**config.mk**
```make
export PLATFORM = sky130hd
export DESIGN_NAME = delta_of_delta_range_decoder_core
export DESIGN_NICKNAME = d
export VERILOG_FILES = /design/src/dodrd_pkg.sv /design/src/dodrd_front.sv /design/src/dodrd_queue.sv /design/src/dodrd_back.sv /design/src/delta_of_delta_range_decoder_core.sv
export SDC_FILE = /design/constraint.sdc
export NUM_CORES = 1
export LEC_CHECK = 0
export BUFFER_PORTS_ARGS = -buffer_cell sky130_fd_sc_hd__buf_4
export CAP_MARGIN = 30
export CORE_MARGIN = 4
export CORE_UTILIZATION = 45
export DETAILED_ROUTE_END_ITERATION = 16
export PLACE_DENSITY = 0.66
export SKIP_CTS_REPAIR_TIMING = 1
export SYNTH_ARGS = -nofsm -noshare
export SYNTH_HDL_FRONTEND = slang
export SYNTH_SLANG_ARGS = --single-unit
export TNS_END_PERCENT = 20
```
**constraint.sdc**
```tcl
create_clock -name clk -period 11.15 [get_ports clk]
set_input_delay 1.6725 -clock clk [delete_from_list [all_inputs] [get_ports clk]]
set_output_delay 1.6725 -clock clk [all_outputs]
set_load 0.02 [all_outputs]
```
**src/dodrd_pkg.sv**
```systemverilog
package dodrd_pkg;

    localparam int WORD_W      = 64;
    localparam int CNT_OUT_W   = 11;
    localparam int STATUS_W    = 2;
    localparam int OUT_TDATA_W = 88;

    localparam int STATUS_LSB  = WORD_W;
    localparam int SKIP_LSB    = STATUS_LSB + STATUS_W;
    localparam int ADD_LSB     = SKIP_LSB + CNT_OUT_W;

    localparam logic REG_LOWER_BOUND = 1'b0;
    localparam logic REG_UPPER_BOUND = 1'b1;

    typedef enum logic [1:0] {
        ST_KEPT    = 2'd0,
        ST_SKIP    = 2'd1,
        ST_STOP    = 2'd2,
        ST_IGNORED = 2'd3
    } status_t;

    typedef enum logic [1:0] {
        KIND_START = 2'd0,
        KIND_DELTA = 2'd1,
        KIND_DOD   = 2'd2
    } kind_t;

    typedef struct packed {
        logic [WORD_W-1:0] operand;
        kind_t             kind;
        logic              first;
        logic              last;
    } item_t;

    typedef struct packed {
        logic  push;
        item_t item;
    } q_wr_t;

    typedef struct packed {
        logic  valid;
        item_t item;
    } q_rd_t;

endpackage

```
**src/dodrd_front.sv**
```systemverilog
module dodrd_front (
    input  logic                         clk,
    input  logic                         rst_n,
    input  logic                         s_tvalid,
    output logic                         s_tready,
    input  logic [dodrd_pkg::WORD_W-1:0] s_tdata,   // code_word
    input  logic [0:0]                   s_tuser,   // block_start
    input  logic                         s_tlast,   // block_end
    input  logic                         q_full,
    output dodrd_pkg::q_wr_t             wr
);
    import dodrd_pkg::*;

    kind_t             pos_reg;
    kind_t             pos_next;
    kind_t             pos_eff;
    logic [WORD_W-1:0] unzig;

    assign s_tready = !q_full;
    assign unzig    = (s_tdata >> 1) ^ {WORD_W{s_tdata[0]}};
    assign pos_eff  = s_tuser[0] ? KIND_START : pos_reg;

    always_comb
    begin
        wr.push       = s_tvalid && s_tready;
        wr.item.kind  = pos_eff;
        wr.item.first = s_tuser[0];
        wr.item.last  = s_tlast;
        wr.item.operand = (pos_eff == KIND_START) ? s_tdata : unzig;
        pos_next      = pos_reg;
        if (wr.push)
        begin
            if (s_tlast)
            begin
                pos_next = KIND_START;
            end
            else
            begin
                unique case (pos_eff)
                    KIND_START: pos_next = KIND_DELTA;
                    KIND_DELTA: pos_next = KIND_DOD;
                    default:    pos_next = KIND_DOD;
                endcase
            end
        end
    end

    always_ff @(posedge clk or negedge rst_n)
    begin
        if (!rst_n)
        begin
            pos_reg <= KIND_START;
        end
        else
        begin
            pos_reg <= pos_next;
        end
    end

endmodule

```
**src/dodrd_queue.sv**
```systemverilog
module dodrd_queue (
    input  logic             clk,
    input  logic             rst_n,
    input  dodrd_pkg::q_wr_t wr,
    output logic             full,
    output dodrd_pkg::q_rd_t rd,
    input  logic             pop
);
    import dodrd_pkg::*;

    item_t      mem [2];
    logic       wr_ptr_reg;
    logic       wr_ptr_next;
    logic       rd_ptr_reg;
    logic       rd_ptr_next;
    logic [1:0] count_reg;
    logic [1:0] count_next;

    assign full     = (count_reg == 2'd2);
    assign rd.valid = (count_reg != 2'd0);
    assign rd.item  = mem[rd_ptr_reg];

    always_comb
    begin
        wr_ptr_next = wr.push ? !wr_ptr_reg : wr_ptr_reg;
        rd_ptr_next = pop ? !rd_ptr_reg : rd_ptr_reg;
        count_next  = count_reg + {1'b0, wr.push} - {1'b0, pop};
    end

    always_ff @(posedge clk)
    begin
        if (wr.push)
        begin
            mem[wr_ptr_reg] <= wr.item;
        end
    end

    always_ff @(posedge clk or negedge rst_n)
    begin
        if (!rst_n)
        begin
            wr_ptr_reg <= 1'b0;
            rd_ptr_reg <= 1'b0;
            count_reg  <= 2'd0;
        end
        else
        begin
            wr_ptr_reg <= wr_ptr_next;
            rd_ptr_reg <= rd_ptr_next;
            count_reg  <= count_next;
        end
    end

endmodule

```
**src/dodrd_back.sv**
```systemverilog
module dodrd_back #(
    parameter int MAX_BLOCK_WORDS = 1024
) (
    input  logic                              clk,
    input  logic                              rst_n,
    input  dodrd_pkg::q_rd_t                  rd,
    output logic                              pop,
    input  logic                              cfg_valid,
    output logic                              cfg_ready,
    input  logic                              cfg_index,
    input  logic [dodrd_pkg::WORD_W-1:0]      cfg_data,
    output logic                              m_tvalid,
    input  logic                              m_tready,
    output logic [dodrd_pkg::OUT_TDATA_W-1:0] m_tdata,
    output logic                              m_tlast
);
    import dodrd_pkg::*;

    localparam int CNT_W = $clog2(MAX_BLOCK_WORDS + 1);
    localparam logic [CNT_W-1:0] CNT_MAX = CNT_W'(MAX_BLOCK_WORDS);

    logic [WORD_W-1:0] lower_reg;
    logic [WORD_W-1:0] upper_reg;
    logic [WORD_W-1:0] value_reg;
    logic [WORD_W-1:0] value_next;
    logic [WORD_W-1:0] delta_reg;
    logic [WORD_W-1:0] delta_next;
    logic              stopped_reg;
    logic              stopped_next;
    logic [CNT_W-1:0]  skip_reg;
    logic [CNT_W-1:0]  skip_next;
    logic [CNT_W-1:0]  add_reg;
    logic [CNT_W-1:0]  add_next;
    logic              out_valid_reg;
    logic              out_valid_next;
    logic [OUT_TDATA_W-1:0] out_data_reg;
    logic              out_last_reg;

    logic [WORD_W-1:0] new_delta;
    logic [WORD_W-1:0] new_value;
    logic [WORD_W-1:0] shown;
    status_t           status;
    logic [CNT_W-1:0]  skip_res;
    logic [CNT_W-1:0]  add_res;

    assign cfg_ready = 1'b1;
    assign pop       = rd.valid && (!out_valid_reg || m_tready);
    assign m_tvalid  = out_valid_reg;
    assign m_tdata   = out_data_reg;
    assign m_tlast   = out_last_reg;

    always_comb
    begin
        unique case (rd.item.kind)
            KIND_DELTA: new_delta = rd.item.operand;
            default:    new_delta = delta_reg + rd.item.operand;
        endcase
        unique case (rd.item.kind)
            KIND_START: new_value = rd.item.operand;
            default:    new_value = value_reg + new_delta;
        endcase

        value_next   = value_reg;
        delta_next   = delta_reg;
        stopped_next = rd.item.first ? 1'b0 : stopped_reg;
        skip_res     = rd.item.first ? '0 : skip_reg;
        add_res      = rd.item.first ? '0 : add_reg;
        shown        = '0;
        status       = ST_IGNORED;

        if (!stopped_next)
        begin
            value_next = new_value;
            delta_next = new_delta;
            if (new_value < lower_reg)
            begin
                status = ST_SKIP;
                if (skip_res < CNT_MAX)
                begin
                    skip_res = skip_res + 1'b1;
                end
            end
            else if (new_value > upper_reg)
            begin
                status       = ST_STOP;
                stopped_next = 1'b1;
            end
            else
            begin
                status = ST_KEPT;
                shown  = new_value;
                if (add_res < CNT_MAX)
                begin
                    add_res = add_res + 1'b1;
                end
            end
        end

        skip_next = skip_res;
        add_next  = add_res;
        // block end clears state after the result
        if (rd.item.last)
        begin
            stopped_next = 1'b0;
            skip_next    = '0;
            add_next     = '0;
        end

        if (pop)
        begin
            out_valid_next = 1'b1;
        end
        else if (m_tready)
        begin
            out_valid_next = 1'b0;
        end
        else
        begin
            out_valid_next = out_valid_reg;
        end
    end

    always_ff @(posedge clk or negedge rst_n)
    begin
        if (!rst_n)
        begin
            lower_reg     <= '0;
            upper_reg     <= '1;
            value_reg     <= '0;
            delta_reg     <= '0;
            stopped_reg   <= 1'b0;
            skip_reg      <= '0;
            add_reg       <= '0;
            out_valid_reg <= 1'b0;
        end
        else
        begin
            out_valid_reg <= out_valid_next;
            if (cfg_valid && cfg_ready)
            begin
                if (cfg_index == REG_LOWER_BOUND)
                begin
                    lower_reg <= cfg_data;
                end
                else if (cfg_index == REG_UPPER_BOUND)
                begin
                    upper_reg <= cfg_data;
                end
            end
            if (pop)
            begin
                value_reg   <= value_next;
                delta_reg   <= delta_next;
                stopped_reg <= stopped_next;
                skip_reg    <= skip_next;
                add_reg     <= add_next;
            end
        end
    end

    always_ff @(posedge clk)
    begin
        if (pop)
        begin
            out_data_reg <= {CNT_OUT_W'(add_res), CNT_OUT_W'(skip_res), status, shown};
            out_last_reg <= rd.item.last;
        end
    end

endmodule

```
**src/delta_of_delta_range_decoder_core.sv**
```systemverilog
// an accepted word goes into the queue; the back end then registers its result for m_tvalid
// throughput: one word per cycle while m_tready stays high, limited by the back-end update of the running value
//   (zigzag-decoded operand, two chained 64-bit adds and the bound compares)
// a two-word queue between front and back and a registered output absorb output stalls
//   until the queue fills, then s_tready drops
// reset: asynchronous, clears block state and the queue, sets lower bound 0 and upper bound all ones
module delta_of_delta_range_decoder_core #(
    parameter int MAX_BLOCK_WORDS = 1024
) (
    input  logic                              clk,
    input  logic                              rst_n,
    input  logic                              s_tvalid,
    output logic                              s_tready,
    input  logic [dodrd_pkg::WORD_W-1:0]      s_tdata,   // code_word
    input  logic [0:0]                        s_tuser,   // block_start
    input  logic                              s_tlast,   // block_end
    output logic                              m_tvalid,
    input  logic                              m_tready,
    // rebuilt_value, status, skipped_total, added_total
    output logic [dodrd_pkg::OUT_TDATA_W-1:0] m_tdata,
    output logic                              m_tlast,   // final_result
    input  logic                              cfg_valid,
    output logic                              cfg_ready,
    input  logic                              cfg_index,
    input  logic [dodrd_pkg::WORD_W-1:0]      cfg_data
);
    import dodrd_pkg::*;

    q_wr_t wr;
    q_rd_t rd;
    logic  q_full;
    logic  pop;

    dodrd_front u_front (
        .clk      (clk),
        .rst_n    (rst_n),
        .s_tvalid (s_tvalid),
        .s_tready (s_tready),
        .s_tdata  (s_tdata),
        .s_tuser  (s_tuser),
        .s_tlast  (s_tlast),
        .q_full   (q_full),
        .wr       (wr)
    );

    dodrd_queue u_queue (
        .clk   (clk),
        .rst_n (rst_n),
        .wr    (wr),
        .full  (q_full),
        .rd    (rd),
        .pop   (pop)
    );

    dodrd_back #(
        .MAX_BLOCK_WORDS (MAX_BLOCK_WORDS)
    ) u_back (
        .clk       (clk),
        .rst_n     (rst_n),
        .rd        (rd),
        .pop       (pop),
        .cfg_valid (cfg_valid),
        .cfg_ready (cfg_ready),
        .cfg_index (cfg_index),
        .cfg_data  (cfg_data),
        .m_tvalid  (m_tvalid),
        .m_tready  (m_tready),
        .m_tdata   (m_tdata),
        .m_tlast   (m_tlast)
    );

endmodule

```
==> results of run 1 <==
==> layout make-up <==
class | instances | area [um2]
timing repair buffer | 292 | 2320
clock buffer | 77 | 1570
fill | 6569 | 34200
inverter | 289 | 1090
antenna | 1 | 2.50
clock inverter | 27 | 303
multi-input combinational | 2503 | 16800
tap | 950 | 1190
sequential | 511 | 14000
==> worst reg2reg max path: cells and delay by family (launching register included) <==
kind | cells | cell delay [ns]
AOI/OAI and AO/OA | 15 | 3.15
adders and majority gates | 3 | 1.19
buffers and inverters | 2 | 0.34
and+or+nand+nor | 15 | 3.91
muxes | 2 | 0.70
DFF | 1 | 0.61
xor gates and xnor gates | 3 | 0.47
==> how the worst max path moves through the flow <==
| stage | start | endpoint | slack, ns |
|---|---|---|---|
| 5_1_grt | u_queue.rd_ptr_reg | u_back.add_reg[8] | 0.01 |
| 4_1_cts | u_queue.rd_ptr_reg | u_back.add_reg[8] | 0.49 |
| 2_1_floorplan | u_queue.rd_ptr_reg | u_back.add_reg[6] | 1.43 |
| 6_report | u_queue.rd_ptr_reg | u_back.add_reg[8] | 0.70 |
| 3_5_place_dp | u_queue.rd_ptr_reg | u_back.add_reg[8] | 0.52 |
| 3_3_place_gp | u_queue.rd_ptr_reg | u_back.add_reg[8] | 0.67 |
==> cells in the final DEF (no fill, tap or decap), drive strengths merged, types with 5 or more instances in the layout <==
cell	netlist	final
a21boi	6	6
o31ai	16	16
clkinv	0	17
nor4	9	9
xnor2	149	149
dfstp	64	64
mux2i	67	67
xor2	46	46
o21ai	353	353
nand2	474	474
o41ai	6	6
and2	15	15
nand4	51	51
dfrtp	222	222
mux2	110	110
a41oi	6	6
a211oi	25	25
a22o	12	12
nand2b	17	17
o211ai	11	11
a21o	132	132
and4	5	5
or3	16	16
buf	34	290
o21a	15	15
ha	257	257
bufinv	0	6
nor3	26	26
clkbuf	123	79
edfxtp	225	225
o22ai	5	5
nand3	44	44
nor2	232	232
nor2b	29	29
a221o	5	5
o21bai	34	34
and3	21	21
a31oi	33	33
inv	289	289
a21oi	229	229
==> routing by layer <==
| metal | up-vias | share of wire | track usage | wire length, um |
|---|---|---|---|---|
| li1 | 12528 | - | - | - |
| met1 | 12115 | 0.40 | 0.277 | 36500 |
| met2 | 594 | 0.52 | 0.428 | 47800 |
| met3 | 156 | 0.038 | 0.0241 | 3440 |
| met4 | 0 | 0.039 | 0.0890 | 3590 |
| met5 | - | 0 | 0 | 0 |
==> stage by stage <==
step	hold WS (ns)	setup slack, ns	cells	cell area [um2]
5_1_grt	0.500	0.0103	4650	37300
6_report	0.468	0.705	4650	37300
3_5_place_dp	0.458	0.518	4540	35300
3_3_place_gp	0.449	0.669	4539	35200
2_1_floorplan	0.435	1.43	3460	32400
4_1_cts	0.472	0.493	4644	37100
==> logic make-up after synthesis <==
logic type / after synthesis / synth area share
adder cells (fa/ha/maj): 259 / 0.100
flip-flops: 511 / 0.431
multiplexers: 177 / 0.0591
buffers and inverters: 446 / 0.0522
AND/OR/NAND/NOR: 953 / 0.128
XOR/XNOR: 195 / 0.0529
other: 1 / 0.000116
AO/OA/AOI/OAI: 918 / 0.176
==> summary.md, run 1 <==
| Metric | Value |
|---|---|
| Final Max Tran Viols | `0` |
| Slew headroom | `0.349` |
| Crit Path Class | `reg2reg` |
| Reg2reg start | `u_queue.rd_ptr_reg` |
| Biggest register | `u_queue.mem` |
| Async SR Flop Fraction | `0.560` |
| Final Util | `0.522` |
| GPL Wtd Cong | `0.936` |
| R2R depth | `40` |
| Worst path bufs/invs | `2` |
| Drc violations | `0` |
| Hold Path Sink | `u_front.pos_reg[1]` |
| Largest stage delay on the critical path | `0.61 ns` |
| Worst-path clk slew | `0.06 ns` |
| CP delay by family, top | `simple AND/OR/NAND/NOR gates` |
| Worst Tran Pin Value | `0.976 ns` |
| Wire length per cell | `19.6 um` |
| Min-delay src | `u_front.pos_reg[1]` |
| Initial detailed-routing violation count | `1686` |
| Core area | `71500 um2` |
| Yosys cell types | `89` |
| Dpl hpwl | `68.3 mm` |
| Cell repeated most along the worst path | `or3_1` |
| Tmin final | `10.45 ns` |
| Root Driver | `clkbuf_16` |
| CTS tree | `built` |
| Reg2reg end | `u_back.add_reg[8]` |
| Max FO, Critical Path | `27` |
| Final Hold Viols | `0` |
| Critical Path RT | `11.68 ns` |
| Via count | `25393` |
| Die span in y | `276 um` |
| Clock buffer depth | `3` |
| Most frequent cell after synthesis | `nand2_1` |
| CTS buffer count | `56` |
| Pin count of the biggest net entering global routing | `114` |
| #FFs+latches synth | `511` |
| Vias per inst | `5.46` |
| Startpoint Class | `flop` |
| Gr usage total | `0.232` |
| Syn Nets | `3855` |
| Yosys synthesis warning count | `0` |
| Post-synthesis cell area | `32400 um2` |
| Top cells by count, synth | `473 x nand2_1, 335 x o21ai_0, 289 x inv_1` |
| Initial antenna violation count | `1` |
| Sequential-to-total area share from yosys stat | `0.431` |
| Depth of the CTS H-tree | `2` |
| Antenna-violating nets left | `0` |
| Total Neg Setup Slack | `0 ns` |
| Area of the die | `76400 um2` |
| FF-to-FF setup slack | `0.70 ns` |
| Fin nets | `4048` |
| Number of synthesized flops with an enable pin | `225` |
| CP Depth | `40` |
| Post-synthesis cell count | `3460` |
| Final setup vio count | `0` |
| Worst hold path type | `reg2reg` |
| Status | `finished, final reports clean` |
| Initial Util | `0.454` |
| Synthesized area per cell | `9.37 um2` |
| Arr. time, crit path | `10.98 ns` |
| Gr ovfl total | `0` |
| Share of the synthesized area in the top cell type | `0.208` |
| Clk_skew | `0.0158 ns` |
| Layout area overhead | `15.0%` |
| Max Fclk | `95.7 MHz` |
| CP Capture Type | `flop` |
| # clock sinks | `511` |
| Largest area contributor in the netlist | `edfxtp_1` |
| Primary FF master, synth | `edfxtp_1` |
| Unrepaired setup endpoints after global routing | `no` |
| Layout cells sized above 1 | `0.164` |
| Latest clock arrival within the worst-skew pair | `0.61 ns` |
| Max FFs per register | `136` |
| Max-cap violations | `0` |
| Row count | `98` |
| Hold path depth | `2` |
| Io pins | `228` |
| DR pass1 iterations | `5` |
| Die X-Extent | `276 um` |
| Top post-synthesis cells by area | `edfxtp_1 21%, dfrtp_1 17%, ha_1 9.9%` |
| Number of global-route vias before repair | `24757` |
| First-pass GRT wire length | `141 mm` |
| Fin crit share | `0.937` |
| WL final | `91.3 mm` |
| Port bufs | `226` |
| Worst path slowest cell | `dfrtp_4` |
Power of run 1 is not shown: default switching activity piles up to over one toggle a cycle in this logic, so the estimate is an artifact.
==> run 2: changes to the inputs <==
--- a/config.mk
+++ b/config.mk
@@ -5,6 +5,7 @@
 export SDC_FILE = /design/constraint.sdc
 export NUM_CORES = 1
 export LEC_CHECK = 0
+export ABC_CLOCK_PERIOD_IN_PS = 13400
 export BUFFER_PORTS_ARGS = -buffer_cell sky130_fd_sc_hd__buf_4
 export CAP_MARGIN = 30
 export CORE_MARGIN = 4
==> constraint.sdc (replaced) <==
create_clock -name clk -period 13.4 [get_ports clk]
set_input_delay 2.01 -clock clk [delete_from_list [all_inputs] [get_ports clk]]
set_output_delay 2.01 -clock clk [all_outputs]
set_load 0.02 [all_outputs]
==> run 2 against run 1 <==
Compared with the run above:
- register-to-register slack better by 0.92 ns
- first-iteration DRC count down 9.8%
- highest routed layer unchanged
- hold slack worse by 0.0029 ns
- routed wire length down 1.4%
==> summary.md, run 2 (synthesis results as in run 1) <==
| Metric | Value |
|---|---|
| GPL Wtd Cong | `0.911` |
| Met1 GRT Util | `0.271` |
| Fin crit share | `0.879` |
| Row count | `98` |
| Cell repeated most along the worst path | `or3_1` |
| Arr. time, crit path | `12.32 ns` |
| Max-cap violations | `0` |
| Vias per inst | `5.43` |
| Layout cells sized above 1 | `0.160` |
| Dpl hpwl | `67.8 mm` |
| Gr ovfl total | `0` |
| Worst Tran Pin Value | `0.977 ns` |
| Biggest register | `u_queue.mem` |
| Drc violations | `0` |
| Latest clock arrival within the worst-skew pair | `0.62 ns` |
| Unrepaired setup endpoints after global routing | `no` |
| Total Neg Setup Slack | `0 ns` |
| # clock sinks | `511` |
| GR Util met3 | `0.0251` |
| Worst path bufs/invs | `2` |
| Final setup vio count | `0` |
| Worst path slowest cell | `buf_4` |
| Clk_skew | `0.0140 ns` |
| Most common cell after layout, fill and taps aside | `nand2_1` |
| Io pins | `228` |
| Startpoint Class | `flop` |
| First-pass GRT wire length | `139 mm` |
| Depth of the CTS H-tree | `2` |
| Worst-path clk slew | `0.06 ns` |
| DR pass1 iterations | `5` |
| Final Hold Viols | `0` |
| Layout area overhead | `14.6%` |
| Wire length per cell | `19.4 um` |
| Critical Path RT | `13.94 ns` |
| Most Crowded Layer GR | `met2` |
| Pin count of the biggest net entering global routing | `127` |
| Clock buffer depth | `3` |
| Final Max Tran Viols | `0` |
| Most frequent cells in the layout | `470 x nand2_1, 334 x o21ai_0, 288 x inv_1` |
| Area of the die | `76400 um2` |
| Max Fclk | `84.9 MHz` |
| Core area | `71500 um2` |
| Root Driver | `clkbuf_16` |
| Post-place instance area | `35200 um2` |
| WL final | `90.0 mm` |
| Gr usage total | `0.229` |
| Via count | `25163` |
| Initial detailed-routing violation count | `1521` |
| Fin nets | `4032` |
| CP Capture Type | `flop` |
| Port bufs | `226` |
| Initial antenna violation count | `1` |
| Post-Layout Inst Area | `37200 um2` |
| GRT met2 Usage | `0.413` |
| Antenna-violating nets left | `0` |
| Slew headroom | `0.348` |
| Max FO, Critical Path | `49` |
| Initial Util | `0.454` |
| Status | `finished, final reports clean` |
| CTS tree | `built` |
| Tmin final | `11.78 ns` |
| CP delay by family, top | `simple AND/OR/NAND/NOR gates` |
| CTS buffer count | `57` |
| Largest stage delay on the critical path | `0.71 ns` |
| Max FFs per register | `136` |
| Die X-Extent | `276 um` |
| Crit Path Class | `reg2reg` |
| Number of global-route vias before repair | `24652` |
| Die span in y | `276 um` |
| Worst hold path type | `reg2reg` |
## run 2: cell types whose count changed in the layout (fill, tap and decap cells not counted), moves of 2 or more
cell / previous run / this run
buf_4: 284 / 272
clkbuf_1: 13 / 9
buf_16: 5 / 2
bufinv_16: 6 / 9
clkinv_2: 11 / 8
clkinvlp_4: 4 / 7
inv_6: 0 / 3
clkbuf_8: 8 / 6
clkinv_1: 3 / 5
nor4_1: 6 / 8
nor4_2: 3 / 1
## run 2: worst paths after layout
path / startpoint / end / slack, ns / cells past startpoint
worst min register to register: u_front.pos_reg[0] / u_front.pos_reg[0] / 0.47 / 2
worst min-delay path: u_front.pos_reg[0] / u_front.pos_reg[0] / 0.47 / 2
worst max-delay path: u_queue.rd_ptr_reg / u_back.add_reg[8] / 1.62 / 40
worst max register to register: u_queue.rd_ptr_reg / u_back.add_reg[8] / 1.62 / 40
max in group asynchronous: rst_n / u_back.lower_reg[37] / 9.88 / 3
min in group asynchronous: rst_n / u_back.lower_reg[8] / 1.39 / 1
## run 2: worst reg2reg max path: cells and delay by family, from the launching register on
kind / cells / cell delay (ns)
AOI/OAI and AO/OA: 11 / 2.16
DFF: 1 / 0.69
and+or+nand+nor: 19 / 5.67
adders and majority gates: 3 / 1.15
muxes: 2 / 0.74
buffers and inverters: 2 / 0.80
xor gates and xnor gates: 3 / 0.48
## run 2: metrics by stage
| step | cells | utilization | setup slack [ns] | hold WS (ns) |
|---|---|---|---|---|
| after floorplan | 3460 | - | 3.68 | 0.435 |
| final | 4636 | 0.520 | 1.62 | 0.466 |
| after global placement | 4526 | 0.491 | 2.02 | 0.449 |
| after global routing | 4636 | 0.520 | 0.757 | 0.492 |
| after detailed placement | 4527 | 0.492 | 1.75 | 0.455 |
| after CTS | 4634 | 0.519 | 1.69 | 0.467 |
## run 2: routing by layer
metal / share of wire / vias to the layer above
met5: 0 / -
met3: 0.034 / 198
met2: 0.51 / 536
met4: 0.057 / 0
met1: 0.40 / 11935
li1: - / 12494
## run 2: area by class of cell
| cell class | instances | area (um2) |
|---|---|---|
| diodes | 1 | 2.50 |
| clock buffers | 72 | 1540 |
| clock inverters | 35 | 434 |
| fillers | 6588 | 34300 |
| inverters | 289 | 1090 |
| multi-input cells | 2503 | 16800 |
| flip-flops and latches | 511 | 14000 |
| well taps | 950 | 1190 |
| repair buffers | 275 | 2110 |
Power of run 2 is left out for the same reason.
==> run 3: changes to the inputs <==
--- a/config.mk
+++ b/config.mk
@@ -8,10 +8,12 @@
 export ABC_CLOCK_PERIOD_IN_PS = 13400
 export BUFFER_PORTS_ARGS = -buffer_cell sky130_fd_sc_hd__buf_4
 export CAP_MARGIN = 30
+export CELL_PAD_IN_SITES_DETAIL_PLACEMENT = 1
+export CELL_PAD_IN_SITES_GLOBAL_PLACEMENT = 2
 export CORE_MARGIN = 4
-export CORE_UTILIZATION = 45
+export CORE_UTILIZATION = 42
 export DETAILED_ROUTE_END_ITERATION = 16
-export PLACE_DENSITY = 0.66
+export PLACE_DENSITY = 0.9
 export SKIP_CTS_REPAIR_TIMING = 1
 export SYNTH_ARGS = -nofsm -noshare
 export SYNTH_HDL_FRONTEND = slang
==> run 3 against run 2 <==
Compared with the run above:
- sequential share of layout area down 0.24 points
- flip-flop and latch count did not move
- critical endpoint is now u_back.add_reg[3]
- routed wire length is 12% higher
- die area up 6.9%
- final area grew 0.63%
- hold slack improved by 0.0085 ns
- largest cell class unchanged
- register-to-register slack improved by 0.30 ns
==> summary.md, run 3 (synthesis results as in run 1) <==
| Metric | Value |
|---|---|
| Final Util | `0.491` |
| Status | `finished, final reports clean` |
| Io pins | `228` |
| # clock sinks | `511` |
| Gr ovfl total | `0` |
| Initial detailed-routing violation count | `1298` |
| Clk_skew | `0.0319 ns` |
| DR pass1 iterations | `5` |
| Port bufs | `226` |
| Worst Hold Slack | `0.474 ns` |
| Dpl hpwl | `76.2 mm` |
| Critical Path RT | `13.90 ns` |
| Max-cap violations | `0` |
| Drc violations | `0` |
| Vias per inst | `5.47` |
| Tmin final | `11.48 ns` |
| CTS buffer count | `58` |
| Final Max Tran Viols | `0` |
| Post-place instance area | `35200 um2` |
| Via count | `25847` |
| Worst path slowest cell | `dfrtp_4` |
| First-pass GRT wire length | `157 mm` |
| Worst hold path type | `reg2reg` |
| Startpoint Class | `flop` |
| Arr. time, crit path | `11.99 ns` |
| Layout cells sized above 1 | `0.162` |
| Slew headroom | `0.342` |
| Most common cell after layout, fill and taps aside | `nand2_1` |
| Final setup vio count | `0` |
| Row count | `101` |
| Area of the die | `81700 um2` |
| Fin nets | `4038` |
| Biggest register | `u_queue.mem` |
| Most frequent cells in the layout | `470 x nand2_1, 334 x o21ai_0, 288 x inv_1` |
| Layout area overhead | `15.3%` |
| Max FFs per register | `136` |
| Fin crit share | `0.857` |
| WL final | `101 mm` |
| Number of global-route vias before repair | `27619` |
| Clock buffer depth | `3` |
| Worst Tran Pin Value | `0.985 ns` |
| Core area | `76200 um2` |
| Total Neg Setup Slack | `0 ns` |
| Die X-Extent | `286 um` |
| Final Hold Viols | `0` |
| Depth of the CTS H-tree | `2` |
| Die span in y | `286 um` |
| Max Fclk | `87.1 MHz` |
| GPL Wtd Cong | `0.902` |
| Max FO, Critical Path | `64` |
| Pin count of the biggest net entering global routing | `127` |
| Gr usage total | `0.242` |
| Unrepaired setup endpoints after global routing | `no` |
| Initial antenna violation count | `1` |
| Post-Layout Inst Area | `37400 um2` |
| CP Capture Type | `flop` |
| Largest stage delay on the critical path | `0.82 ns` |
| Latest clock arrival within the worst-skew pair | `0.63 ns` |
| Crit Path Class | `reg2reg` |
| CTS tree | `built` |
| Initial Util | `0.426` |
| Antenna-violating nets left | `0` |
| Worst-path clk slew | `0.06 ns` |
| Wire length per cell | `21.4 um` |
| Root Driver | `clkbuf_16` |
## run 3: cell count changes in the layout (fill, tap and decap cells not counted), sizes merged
cell	change
inv	+1
bufinv	-1
clkinvlp	+3
buf	+5
## run 3: worst max-delay path, delay by kind of cell, from the launching register on
kind	cells	cell delay (ns)
adder cells (fa/ha/maj)	4	1.45
AO/OA/AOI/OAI	23	5.48
multiplexers	2	0.70
XOR/XNOR	3	0.68
flip-flops	1	0.82
buffers and inverters	1	0.36
AND/OR/NAND/NOR	8	1.84
## run 3: per-layer routing
layer	track usage	wire length, um	up-vias
met3	0.0289	2860	200
met2	0.445	52200	386
met4	0.107	5100	0
met5	0	0	-
li1	-	-	12489
met1	0.283	40900	12772
## run 3: path summary, 6_finish.rpt
path	cells after the start	end	slack, ns	start
max in group asynchronous	4	u_queue.rd_ptr_reg	9.91	rst_n
max	41	u_back.add_reg[3]	1.92	u_queue.rd_ptr_reg
min in group asynchronous	1	u_back.lower_reg[49]	1.46	rst_n
max reg2reg	41	u_back.add_reg[3]	1.92	u_queue.rd_ptr_reg
min	2	u_front.pos_reg[0]	0.47	u_front.pos_reg[0]
min reg2reg	2	u_front.pos_reg[0]	0.47	u_front.pos_reg[0]
## run 3: through the flow
stage                     instances  setup WS, ns
after floorplan                3460          3.68
after global placement         4606          2.13
after detailed placement       4608          2.00
after CTS                      4718          1.86
after global routing           4724          1.02
final                          4724          1.92
## run 3: cell type report
class,instances,area (um2)
sequential,511,14000
timing repair buffer,280,2200
fill,8665,38800
inverter,289,1090
clock inverter,38,440
clock buffer,72,1590
multi-input combinational,2503,16800
tap,1030,1290
antenna,1,2.50
Power of run 3 is left out for the same reason.
